## src/design/ip_literal_validator_defines.svh

```systemverilog
// assertion macros for the ip literal validator
`ifndef IP_LITERAL_VALIDATOR_DEFINES_SVH
`define IP_LITERAL_VALIDATOR_DEFINES_SVH
`ifndef SYNTHESIS
`define ILV_ASSERT(lbl, clk, rst_n, prop) \
	lbl: assert property (@(posedge clk) disable iff (!rst_n) prop) \
	else $error("ilv check failed");
`define ILV_ASSERT_NEVER(lbl, clk, rst_n, expr) \
	lbl: assert property (@(posedge clk) disable iff (!rst_n) !(expr)) \
	else $error("ilv forbidden condition seen");
`else
`define ILV_ASSERT(lbl, clk, rst_n, prop)
`define ILV_ASSERT_NEVER(lbl, clk, rst_n, expr)
`endif
`endif

```

## src/design/ilv_pkg.sv

```systemverilog
// shared types, character codes and helpers of the ip literal validator
`default_nettype none
package ilv_pkg;

	localparam int CHAR_W = 8;

	localparam logic [CHAR_W-1:0] CH_LBRACKET = 8'h5B;
	localparam logic [CHAR_W-1:0] CH_RBRACKET = 8'h5D;
	localparam logic [CHAR_W-1:0] CH_DOT      = 8'h2E;
	localparam logic [CHAR_W-1:0] CH_COLON    = 8'h3A;
	localparam logic [CHAR_W-1:0] CH_ZERO     = 8'h30;
	localparam logic [CHAR_W-1:0] CH_NINE     = 8'h39;
	localparam logic [CHAR_W-1:0] CH_LOW_A    = 8'h61;
	localparam logic [CHAR_W-1:0] CH_LOW_F    = 8'h66;
	localparam logic [CHAR_W-1:0] CH_UP_A     = 8'h41;
	localparam logic [CHAR_W-1:0] CH_UP_F     = 8'h46;

	localparam logic [2:0] PREFIX_LEN = 3'd5;
	localparam logic [8:0] V4_PART_MAX = 9'd255;
	localparam logic [8:0] V4_PART_OVER = 9'd256;
	localparam logic [2:0] V4_DOTS_NEEDED = 3'd3;
	localparam logic [2:0] V4_DOTS_SAT = 3'd7;
	localparam logic [2:0] V6_LEN_MAX = 3'd4;
	localparam logic [2:0] V6_LEN_SAT = 3'd5;
	localparam logic [3:0] V6_GROUPS_FULL = 4'd8;
	localparam logic [3:0] V6_GROUPS_SHORT_MAX = 4'd7;
	localparam logic [3:0] V6_GROUPS_SAT = 4'd15;
	localparam logic [1:0] COUNT_SAT = 2'd2;

	typedef enum logic [1:0] {
		ST_OK      = 2'd0,
		ST_BRACKET = 2'd1,
		ST_BAD_V6  = 2'd2,
		ST_BAD_V4  = 2'd3
	} status_t;

	// colon history of the ipv6 scan
	typedef enum logic [1:0] {
		COLON_NONE   = 2'd0,
		COLON_SINGLE = 2'd1,
		COLON_DOUBLE = 2'd2,
		COLON_LOCKED = 2'd3
	} colon_t;

	typedef struct packed {
		logic [CHAR_W-1:0] char_in;
		logic              last_char;
	} beat_t;

	typedef struct packed {
		logic    is_valid;
		status_t status;
	} result_t;

	typedef struct packed {
		logic [1:0]        char_count;
		logic              opened_ok;
		logic [CHAR_W-1:0] held_char;
		logic              held_valid;
		logic [2:0]        prefix_progress;
		logic              prefix_failed;
		logic [8:0]        v4_part_value;
		logic [2:0]        v4_dot_count;
		logic              v4_prev_dot_or_start;
		logic              v4_error;
		logic [2:0]        v6_group_len;
		logic [3:0]        v6_group_count;
		logic              v6_saw_double;
		colon_t            v6_prev_colon;
		logic              v6_at_start;
		logic              v6_error;
	} scan_t;

	localparam scan_t SCAN_RESET = '{
		char_count:           2'd0,
		opened_ok:            1'b0,
		held_char:            '0,
		held_valid:           1'b0,
		prefix_progress:      3'd0,
		prefix_failed:        1'b0,
		v4_part_value:        9'd0,
		v4_dot_count:         3'd0,
		v4_prev_dot_or_start: 1'b1,
		v4_error:             1'b0,
		v6_group_len:         3'd0,
		v6_group_count:       4'd0,
		v6_saw_double:        1'b0,
		v6_prev_colon:        COLON_NONE,
		v6_at_start:          1'b1,
		v6_error:             1'b0
	};

	// "IPv6:" one character at a time
	function automatic logic [CHAR_W-1:0] prefix_char(input logic [2:0] idx);
		logic [CHAR_W-1:0] ch;
		unique case (idx)
			3'd0: ch = 8'h49;
			3'd1: ch = 8'h50;
			3'd2: ch = 8'h76;
			3'd3: ch = 8'h36;
			3'd4: ch = 8'h3A;
			default: ch = '0;
		endcase
		return ch;
	endfunction

	function automatic logic is_digit(input logic [CHAR_W-1:0] c);
		return (c >= CH_ZERO) && (c <= CH_NINE);
	endfunction

	function automatic logic is_hex(input logic [CHAR_W-1:0] c);
		return is_digit(c) || ((c >= CH_LOW_A) && (c <= CH_LOW_F)) ||
			((c >= CH_UP_A) && (c <= CH_UP_F));
	endfunction

endpackage
`default_nettype wire

```

## src/design/ilv_char_if.sv

```systemverilog
// character channel: one literal character per beat
`default_nettype none
interface ilv_char_if;
	logic                      valid;
	logic                      ready;
	logic [ilv_pkg::CHAR_W-1:0] char_in;
	logic                      last_char;

	modport source(output valid, output char_in, output last_char, input ready);
	modport sink(input valid, input char_in, input last_char, output ready);
endinterface
`default_nettype wire

```

## src/design/ilv_result_if.sv

```systemverilog
// result channel: one verdict beat per literal
`default_nettype none
interface ilv_result_if;
	logic       valid;
	logic       ready;
	logic       is_valid;
	logic [1:0] status;

	modport source(output valid, output is_valid, output status, input ready);
	modport sink(input valid, input is_valid, input status, output ready);
endinterface
`default_nettype wire

```

## src/design/ilv_in_stage.sv

```systemverilog
// input register stage with stall control toward the scanner
`default_nettype none
module ilv_in_stage (
	input  wire logic     clk,
	input  wire logic     arst_n,
	ilv_char_if.sink      chars,
	input  wire logic     out_free,
	output logic          fire,
	output ilv_pkg::beat_t beat
);

	logic           valid_s1;
	ilv_pkg::beat_t beat_s1;

	// only a closing beat needs room in the result register
	assign fire = valid_s1 && (!beat_s1.last_char || out_free);
	assign chars.ready = !valid_s1 || fire;
	assign beat = beat_s1;

	always_ff @(posedge clk or negedge arst_n) begin
		if (!arst_n) begin
			valid_s1 <= 1'b0;
		end else if (chars.ready) begin
			valid_s1 <= chars.valid;
		end
	end

	always_ff @(posedge clk) begin
		if (chars.ready && chars.valid) begin
			beat_s1.char_in <= chars.char_in;
			beat_s1.last_char <= chars.last_char;
		end
	end

endmodule
`default_nettype wire

```

## src/design/ilv_scanner.sv

```systemverilog
// running literal state and the verdict on the closing character
`default_nettype none
module ilv_scanner (
	input  wire logic            clk,
	input  wire logic            arst_n,
	input  wire logic            fire,
	input  wire ilv_pkg::beat_t  beat,
	output logic                 res_valid,
	output ilv_pkg::result_t     res
);

	ilv_pkg::scan_t scan_q;
	ilv_pkg::scan_t scan_d;

	function automatic ilv_pkg::scan_t v4_feed(input ilv_pkg::scan_t s,
			input logic [ilv_pkg::CHAR_W-1:0] c);
		ilv_pkg::scan_t n;
		logic [11:0] prod;
		n = s;
		prod = ({3'b000, s.v4_part_value} << 3) + ({3'b000, s.v4_part_value} << 1) +
			{8'd0, c[3:0] - ilv_pkg::CH_ZERO[3:0]};
		if (c == ilv_pkg::CH_DOT) begin
			if (s.v4_prev_dot_or_start)
				n.v4_error = 1'b1;
			if (s.v4_dot_count < ilv_pkg::V4_DOTS_SAT)
				n.v4_dot_count = s.v4_dot_count + 3'd1;
			n.v4_part_value = 9'd0;
			n.v4_prev_dot_or_start = 1'b1;
		end else if (ilv_pkg::is_digit(c)) begin
			if (prod > {3'b000, ilv_pkg::V4_PART_MAX}) begin
				n.v4_error = 1'b1;
				n.v4_part_value = ilv_pkg::V4_PART_OVER;
			end else begin
				n.v4_part_value = prod[8:0];
			end
			n.v4_prev_dot_or_start = 1'b0;
		end else begin
			n.v4_error = 1'b1;
			n.v4_prev_dot_or_start = 1'b0;
		end
		return n;
	endfunction

	function automatic ilv_pkg::scan_t v6_feed(input ilv_pkg::scan_t s,
			input logic [ilv_pkg::CHAR_W-1:0] c);
		ilv_pkg::scan_t n;
		logic [2:0] len;
		n = s;
		len = s.v6_group_len;
		if (c == ilv_pkg::CH_COLON) begin
			if (s.v6_prev_colon == ilv_pkg::COLON_SINGLE ||
					s.v6_prev_colon == ilv_pkg::COLON_LOCKED) begin
				if (s.v6_saw_double)
					n.v6_error = 1'b1;
				n.v6_saw_double = 1'b1;
				n.v6_prev_colon = ilv_pkg::COLON_DOUBLE;
			end else if (s.v6_prev_colon == ilv_pkg::COLON_DOUBLE) begin
				n.v6_prev_colon = ilv_pkg::COLON_LOCKED;
			end else begin
				if (s.v6_group_len != 3'd0 && s.v6_group_count < ilv_pkg::V6_GROUPS_SAT)
					n.v6_group_count = s.v6_group_count + 4'd1;
				// a colon right after the prefix must open a "::"
				n.v6_prev_colon = s.v6_at_start ? ilv_pkg::COLON_LOCKED
					: ilv_pkg::COLON_SINGLE;
			end
			n.v6_group_len = 3'd0;
		end else begin
			if (s.v6_prev_colon == ilv_pkg::COLON_LOCKED)
				n.v6_error = 1'b1;
			n.v6_prev_colon = ilv_pkg::COLON_NONE;
			if (!ilv_pkg::is_hex(c))
				n.v6_error = 1'b1;
			if (len < ilv_pkg::V6_LEN_SAT)
				len = len + 3'd1;
			if (len > ilv_pkg::V6_LEN_MAX)
				n.v6_error = 1'b1;
			n.v6_group_len = len;
		end
		n.v6_at_start = 1'b0;
		return n;
	endfunction

	function automatic ilv_pkg::scan_t inner_feed(input ilv_pkg::scan_t s,
			input logic [ilv_pkg::CHAR_W-1:0] c);
		ilv_pkg::scan_t n;
		n = s;
		if (s.prefix_progress >= ilv_pkg::PREFIX_LEN) begin
			n = v6_feed(s, c);
		end else begin
			if (!s.prefix_failed) begin
				if (c == ilv_pkg::prefix_char(s.prefix_progress))
					n.prefix_progress = s.prefix_progress + 3'd1;
				else
					n.prefix_failed = 1'b1;
			end
			n = v4_feed(n, c);
		end
		return n;
	endfunction

	function automatic logic v6_ok(input ilv_pkg::scan_t s);
		logic err;
		logic [3:0] cnt;
		err = s.v6_error;
		cnt = s.v6_group_count;
		if (s.v6_prev_colon == ilv_pkg::COLON_SINGLE ||
				s.v6_prev_colon == ilv_pkg::COLON_LOCKED)
			err = 1'b1;
		if (s.v6_group_len != 3'd0 && cnt < ilv_pkg::V6_GROUPS_SAT)
			cnt = cnt + 4'd1;
		if (s.v6_saw_double) begin
			if (cnt > ilv_pkg::V6_GROUPS_SHORT_MAX)
				err = 1'b1;
		end else if (cnt != ilv_pkg::V6_GROUPS_FULL) begin
			err = 1'b1;
		end
		return !err;
	endfunction

	function automatic logic v4_ok(input ilv_pkg::scan_t s);
		return !s.v4_error && !s.v4_prev_dot_or_start &&
			(s.v4_dot_count == ilv_pkg::V4_DOTS_NEEDED);
	endfunction

	ilv_pkg::scan_t  fed;
	ilv_pkg::status_t status;

	// inner text runs one character behind, so the closer never reaches it
	always_comb begin
		fed = scan_q;
		if (scan_q.char_count == 2'd0)
			fed.opened_ok = (beat.char_in == ilv_pkg::CH_LBRACKET);
		else if (scan_q.held_valid)
			fed = inner_feed(scan_q, scan_q.held_char);

		if (scan_q.char_count == 2'd0 || !fed.opened_ok ||
				beat.char_in != ilv_pkg::CH_RBRACKET)
			status = ilv_pkg::ST_BRACKET;
		else if (fed.prefix_progress >= ilv_pkg::PREFIX_LEN)
			status = v6_ok(fed) ? ilv_pkg::ST_OK : ilv_pkg::ST_BAD_V6;
		else
			status = v4_ok(fed) ? ilv_pkg::ST_OK : ilv_pkg::ST_BAD_V4;

		scan_d = fed;
		if (beat.last_char) begin
			scan_d = ilv_pkg::SCAN_RESET;
		end else begin
			if (scan_q.char_count != 2'd0) begin
				scan_d.held_char = beat.char_in;
				scan_d.held_valid = 1'b1;
			end
			if (scan_q.char_count < ilv_pkg::COUNT_SAT)
				scan_d.char_count = scan_q.char_count + 2'd1;
		end
	end

	assign res_valid = fire && beat.last_char;
	assign res.is_valid = (status == ilv_pkg::ST_OK);
	assign res.status = status;

	always_ff @(posedge clk or negedge arst_n) begin
		if (!arst_n) begin
			scan_q <= ilv_pkg::SCAN_RESET;
		end else if (fire) begin
			scan_q <= scan_d;
		end
	end

endmodule
`default_nettype wire

```

## src/design/ilv_out_stage.sv

```systemverilog
// result register toward the output channel
`default_nettype none
module ilv_out_stage (
	input  wire logic              clk,
	input  wire logic              arst_n,
	input  wire logic              res_valid,
	input  wire ilv_pkg::result_t  res,
	ilv_result_if.source           results,
	output logic                   out_free
);

	logic             valid_q;
	ilv_pkg::result_t res_q;

	assign out_free = !valid_q || results.ready;
	assign results.valid = valid_q;
	assign results.is_valid = res_q.is_valid;
	assign results.status = res_q.status;

	always_ff @(posedge clk or negedge arst_n) begin
		if (!arst_n) begin
			valid_q <= 1'b0;
		end else if (out_free) begin
			valid_q <= res_valid;
		end
	end

	always_ff @(posedge clk) begin
		if (res_valid) begin
			res_q <= res;
		end
	end

endmodule
`default_nettype wire

```

## src/design/ip_literal_validator.sv

```systemverilog
// a closing character goes from the input register to the scanner, whose verdict is registered
// throughput: one character per cycle, each updating the running state, unless a closer stalls
// the input register keeps taking characters while a verdict waits in the result register
// only a closing character stalls, and only while the result register is still full
// reset: arst_n clears the input, scan and result stages at once; the scan restarts per literal
`default_nettype none
`include "ip_literal_validator_defines.svh"
module ip_literal_validator (
	input  wire logic    clk,
	input  wire logic    arst_n,
	ilv_char_if.sink     chars,
	ilv_result_if.source results
);

	logic             fire;
	logic             out_free;
	logic             res_valid;
	ilv_pkg::beat_t   beat;
	ilv_pkg::result_t res;

	ilv_in_stage u_in_stage (
		.clk      (clk),
		.arst_n   (arst_n),
		.chars    (chars),
		.out_free (out_free),
		.fire     (fire),
		.beat     (beat)
	);

	ilv_scanner u_scanner (
		.clk       (clk),
		.arst_n    (arst_n),
		.fire      (fire),
		.beat      (beat),
		.res_valid (res_valid),
		.res       (res)
	);

	ilv_out_stage u_out_stage (
		.clk       (clk),
		.arst_n    (arst_n),
		.res_valid (res_valid),
		.res       (res),
		.results   (results),
		.out_free  (out_free)
	);

	`ILV_ASSERT(a_no_overwrite, clk, arst_n, res_valid |-> out_free)
	`ILV_ASSERT(a_flag_matches_code, clk, arst_n, results.valid |-> (results.is_valid == (results.status == ilv_pkg::ST_OK)))
	`ILV_ASSERT(a_stalled_beat_held, clk, arst_n, (!chars.ready) |=> $stable(beat))
	`ILV_ASSERT_NEVER(a_result_only_on_close, clk, arst_n, res_valid && !beat.last_char)

endmodule
`default_nettype wire
```

## src/flat_wrapper.sv

```systemverilog
// flat-port wrapper written by rule: the top's interface ports become plain ports
module ip_literal_validator_flat 
  (clk, arst_n, chars_valid, chars_char_in, chars_last_char, chars_ready, results_valid, results_is_valid, results_status, results_ready);
  ilv_char_if chars_i ();
  ilv_result_if results_i ();
  input  wire logic clk;
  input  wire logic arst_n;
  input wire logic [$bits(chars_i.valid)-1:0] chars_valid;
  input wire logic [$bits(chars_i.char_in)-1:0] chars_char_in;
  input wire logic [$bits(chars_i.last_char)-1:0] chars_last_char;
  output wire logic [$bits(chars_i.ready)-1:0] chars_ready;
  output wire logic [$bits(results_i.valid)-1:0] results_valid;
  output wire logic [$bits(results_i.is_valid)-1:0] results_is_valid;
  output wire logic [$bits(results_i.status)-1:0] results_status;
  input wire logic [$bits(results_i.ready)-1:0] results_ready;
  assign chars_i.valid = chars_valid;
  assign chars_i.char_in = chars_char_in;
  assign chars_i.last_char = chars_last_char;
  assign chars_ready = chars_i.ready;
  assign results_valid = results_i.valid;
  assign results_is_valid = results_i.is_valid;
  assign results_status = results_i.status;
  assign results_i.ready = results_ready;
  ip_literal_validator u_core (.clk(clk), .arst_n(arst_n), .chars(chars_i), .results(results_i));
endmodule
```

## config.mk

```make
export PLATFORM = sky130hd
export DESIGN_NAME = ip_literal_validator_flat
export DESIGN_NICKNAME = d
export VERILOG_FILES = /design/src/design/ilv_pkg.sv /design/src/design/ilv_char_if.sv /design/src/design/ilv_result_if.sv /design/src/design/ilv_in_stage.sv /design/src/design/ilv_scanner.sv /design/src/design/ilv_out_stage.sv /design/src/design/ip_literal_validator.sv /design/src/flat_wrapper.sv
export VERILOG_INCLUDE_DIRS = /design/src /design/src/design
export SDC_FILE = /design/constraint.sdc
export NUM_CORES = 1
export LEC_CHECK = 0
export BUFFER_PORTS_ARGS = -buffer_cell sky130_fd_sc_hd__buf_2
export CORE_MARGIN = 1
export CORE_UTILIZATION = 60
export CTS_CLUSTER_SIZE = 25
export DETAILED_ROUTE_END_ITERATION = 6
export PLACE_DENSITY_LB_ADDON = 0.2
export SETUP_SLACK_MARGIN = 0.15
export SYNTH_ARGS = -nofsm -noshare
export SYNTH_HDL_FRONTEND = slang
export SYNTH_SLANG_ARGS = --single-unit
```

## constraint.sdc

```tcl
create_clock -name clk -period 7.3 [get_ports clk]
set_clock_uncertainty 0.05 [all_clocks]
set_input_delay 0.365 -clock clk [delete_from_list [all_inputs] [get_ports clk]]
set_output_delay 0.365 -clock clk [all_outputs]
set_load 0.05 [all_outputs]
```

==> flow_summary.yaml <==
run_status:
  status: "completed"
global_route:
  grt_overflow: 0
  antenna_found_initial: 0
  met3_usage_pct: 4.67
  grt_max_degree: 45
  grt_pass1_wl_um: 13000
  grt_use_total_pct: 25.5
  use_met2_pct: 40.3
  grt_use_met1_pct: 35.1
  grt_pass1_vias: 2807
  busiest_layer: "met2"
logic_synthesis:
  async_reset_ff_share_pct: 78.6
  netlist_area_mm2: 0.00384
  synth_cell_types: 79
  netlist.area_leader.share_pct: 27.4
  ys_seq_area_share_pct: 38.1
  syn_avg_cell_area_um2: 9.32
  yosysTopAreaCell: "dfrtp_1"
  netlist_instances: 412
  synth_seq_cells: 56
  yosys_most_used_dff: "dfrtp_1"
  synth_edf_count: 12
  synthTopCellsByArea: "dfrtp_1 27%, ha_1 9.4%, edfxtp_1 9.4%"
  ys.warnings.count: 0
  synth_fp_nets: 456
setup_path:
  cp_cell_sequence: "inv_1 > fa_1 > inv_1 > fa_1 > a21oi_1 > o21ai_0 > a2111oi_0 > nor3_1 > xor2_1 > a2111oi_2 > a32o_1"
  cp-start-kind: "register"
  crit_path_top_delay_cell: "a2111oi_2"
  critPathBufInv: 2
  cp_top_family: "compound AO/OA/AOI/OAI gates"
  cp-end-kind: "register"
  crit_type: "reg -> reg"
  path_max_fanout: 7
  cp_data_arrival_time_ns: 3.90
  required_ns: 7.51
  max_stage_delay_ns: 0.65
finish:
  fillers: 505
  fin_nets: 464
  syn_to_final_growth_pct: 5.51
  drive_gt1_share_pct: 10.5
  diodes: 0
pwr:
  max-vdd-ir-drop_mv: 0.160
  p_leak_nw: 1.80
  power.total_mw: 0.823
  power_density_mw_per_mm2: 203
routing:
  route.antenna.remaining_nets: 0
  drtIter0Drc: 169
  post_drt_wl_per_cell_um: 16.8
  detail_route.first_pass.iterations: 5
  drt_wl_total_um: 8310
  vias_per_cell: 6.55
  vias: 3248
  drc: 0
cts:
  cts_resized: 0
  postCtsSetupRepairBufs: 0
  numCtsBuffers: 5
  ctsHtreeMaxLevel: 2
  path_clk_slew_ns: 0.10
  cts_tree: "done"
  cts.path.max_buffers: 2
  cts_hold_buf: 0
  cts_root_buf: "clkbuf_8"
  clock-sinks: 56
  clk_latency_ns: 0.32
floorplanning:
  rows: 28
  ios: 18
  die_y_um: 82
  dieArea_mm2: 0.00672
  core-area_mm2: 0.00606
  start_util_pct: 63.4
  die_w_um: 82
placement:
  place_congestion: 0.869
  hpwl_um: 6000
  io_buffers: 17
sta:
  maxSlewHeadroom_pct: 33.0
  period_needed_ns: 3.69
  maxClockFrequency_mhz: 271
  worstMarginPinSlew_ns: 1.01
  report.final.slew_viol_count: 0
  setup_viol: 0
  final_hold_viol_count: 0
  rsz0062_at_grt: "no"
  setup-tns-final_ns: 0
  fin_crit_sh_pct: 50.6
worst_hold_path:
  hold_path.class: "in -> async"
flow_run:
  drv_cap: 0
synth_stat cells, types with 3 or more instances:
master,n
and2_1,6
a211o_1,3
a22o_1,12
xnor2_1,5
a31oi_1,3
nor3b_1,3
nand2b_1,6
nand4b_1,4
o31a_1,3
clkbuf_1,11
nor3_1,12
o22ai_1,4
inv_1,26
buf_2,3
buf_6,3
a21oi_1,31
xor2_1,4
and3_1,3
nand3_1,3
mux2i_1,3
o31ai_1,3
nor4_1,3
nor2_1,28
a22oi_1,3
o21ai_0,29
a32o_1,8
ha_1,29
nand2_1,38
nand4_1,5
nor2b_1,3
edfxtp_1,12
and3b_1,3
dfrtp_1,42
layout by cell type (no fill, tap or decap), drive strengths merged, types with 3 or more instances in the layout:
master and count:
dfrtp 42, nand2 38, a21oi 31, o21ai 31, ha 29, nor2 28
inv 27, buf 19, nor3 13, a22o 13, edfxtp 12, a32o 8
and2 6, nand2b 6, xnor2 5, nand4 5, clkbuf 5, and3 5
nand4b 4, xor2 4, o22ai 4, and3b 4, nor2b 3, mux2i 3
a211o 3, nor3b 3, a22oi 3, nor4 3, o31a 3, nand3 3
o31ai 3, a31oi 3, a21o 3, a2111oi 3, nor4b 3
metrics by stage:
| stage | utilization, % | std cells | setup WS (ns) | instance area (um^2) | hold WS (ns) |
|---|---|---|---|---|---|
| global placement | 64.9 | 488 | 3.78 | 3940 | 0.402 |
| CTS | 66.8 | 496 | 3.64 | 4050 | 0.162 |
| finish | 66.8 | 496 | 3.61 | 4050 | 0.162 |
| global route | 66.8 | 496 | 3.34 | 4050 | 0.152 |
| detailed placement | 64.9 | 488 | 3.63 | 3940 | 0.405 |
| floorplan | - | 412 | 3.84 | 3840 | 0.0194 |
report_power, final:
part           internal [mW]  switching, mW
Clock                  0.103          0.108
Combinational         0.0820          0.116
Sequential             0.362         0.0525
area by class of cell:
type                    instances  area (um^2)  area share, %
repair buffers                 19          100           2.47
clock buffers                   5         68.8           1.70
flip-flops and latches         56         1460           36.1
well taps                      75         93.8           2.32
multi-input cells             312         2180           53.8
inverters                      26         97.6           2.41
clock inverters                 3         46.3           1.14
registers in the layout (all words and copies together), names as in the netlist:
register	cells
u_core.u_out_stage.results.valid	1
u_core.u_out_stage.results.status	2
u_core.u_scanner.scan_q	42
u_core.u_out_stage.results.is_valid	1
u_core.u_in_stage.beat	9
u_core.u_in_stage.valid_s1	1
worst paths after layout:
kind,startpoint,end,slack [ns],depth (start not counted)
worst max-delay path,u_core.u_scanner.scan_q[34],u_core.u_scanner.scan_q[17],3.61,11
worst min-delay path,arst_n,u_core.u_scanner.scan_q[34],0.16,1
worst max register to register,u_core.u_scanner.scan_q[34],u_core.u_scanner.scan_q[17],3.61,11
worst min register to register,u_core.u_scanner.scan_q[1],u_core.u_scanner.scan_q[1],0.42,2
max in group asynchronous,arst_n,u_core.u_scanner.scan_q[7],6.42,1
min in group clk,chars_char_in[3],u_core.u_in_stage.beat[4],0.17,1
layer usage:
metal / wire, um / vias to the layer above / part of all wire [%]
met4: 156 / 0 / 1.9
met1: 3790 / 1562 / 46
met5: 0 / - / 0
met3: 502 / 13 / 6.0
met2: 3860 / 112 / 46
li1: - / 1561 / -
cell families after synthesis:
kind of cell,count (synthesis),synth area share (%)
simple gates,136,19.3
fa+ha+maj,31,10.5
buf+inv,44,5.08
xor+xnor,9,2.05
compound gates,132,23.9
mux,4,1.08
flops,56,38.1
Power figures use the tool's default switching activity.
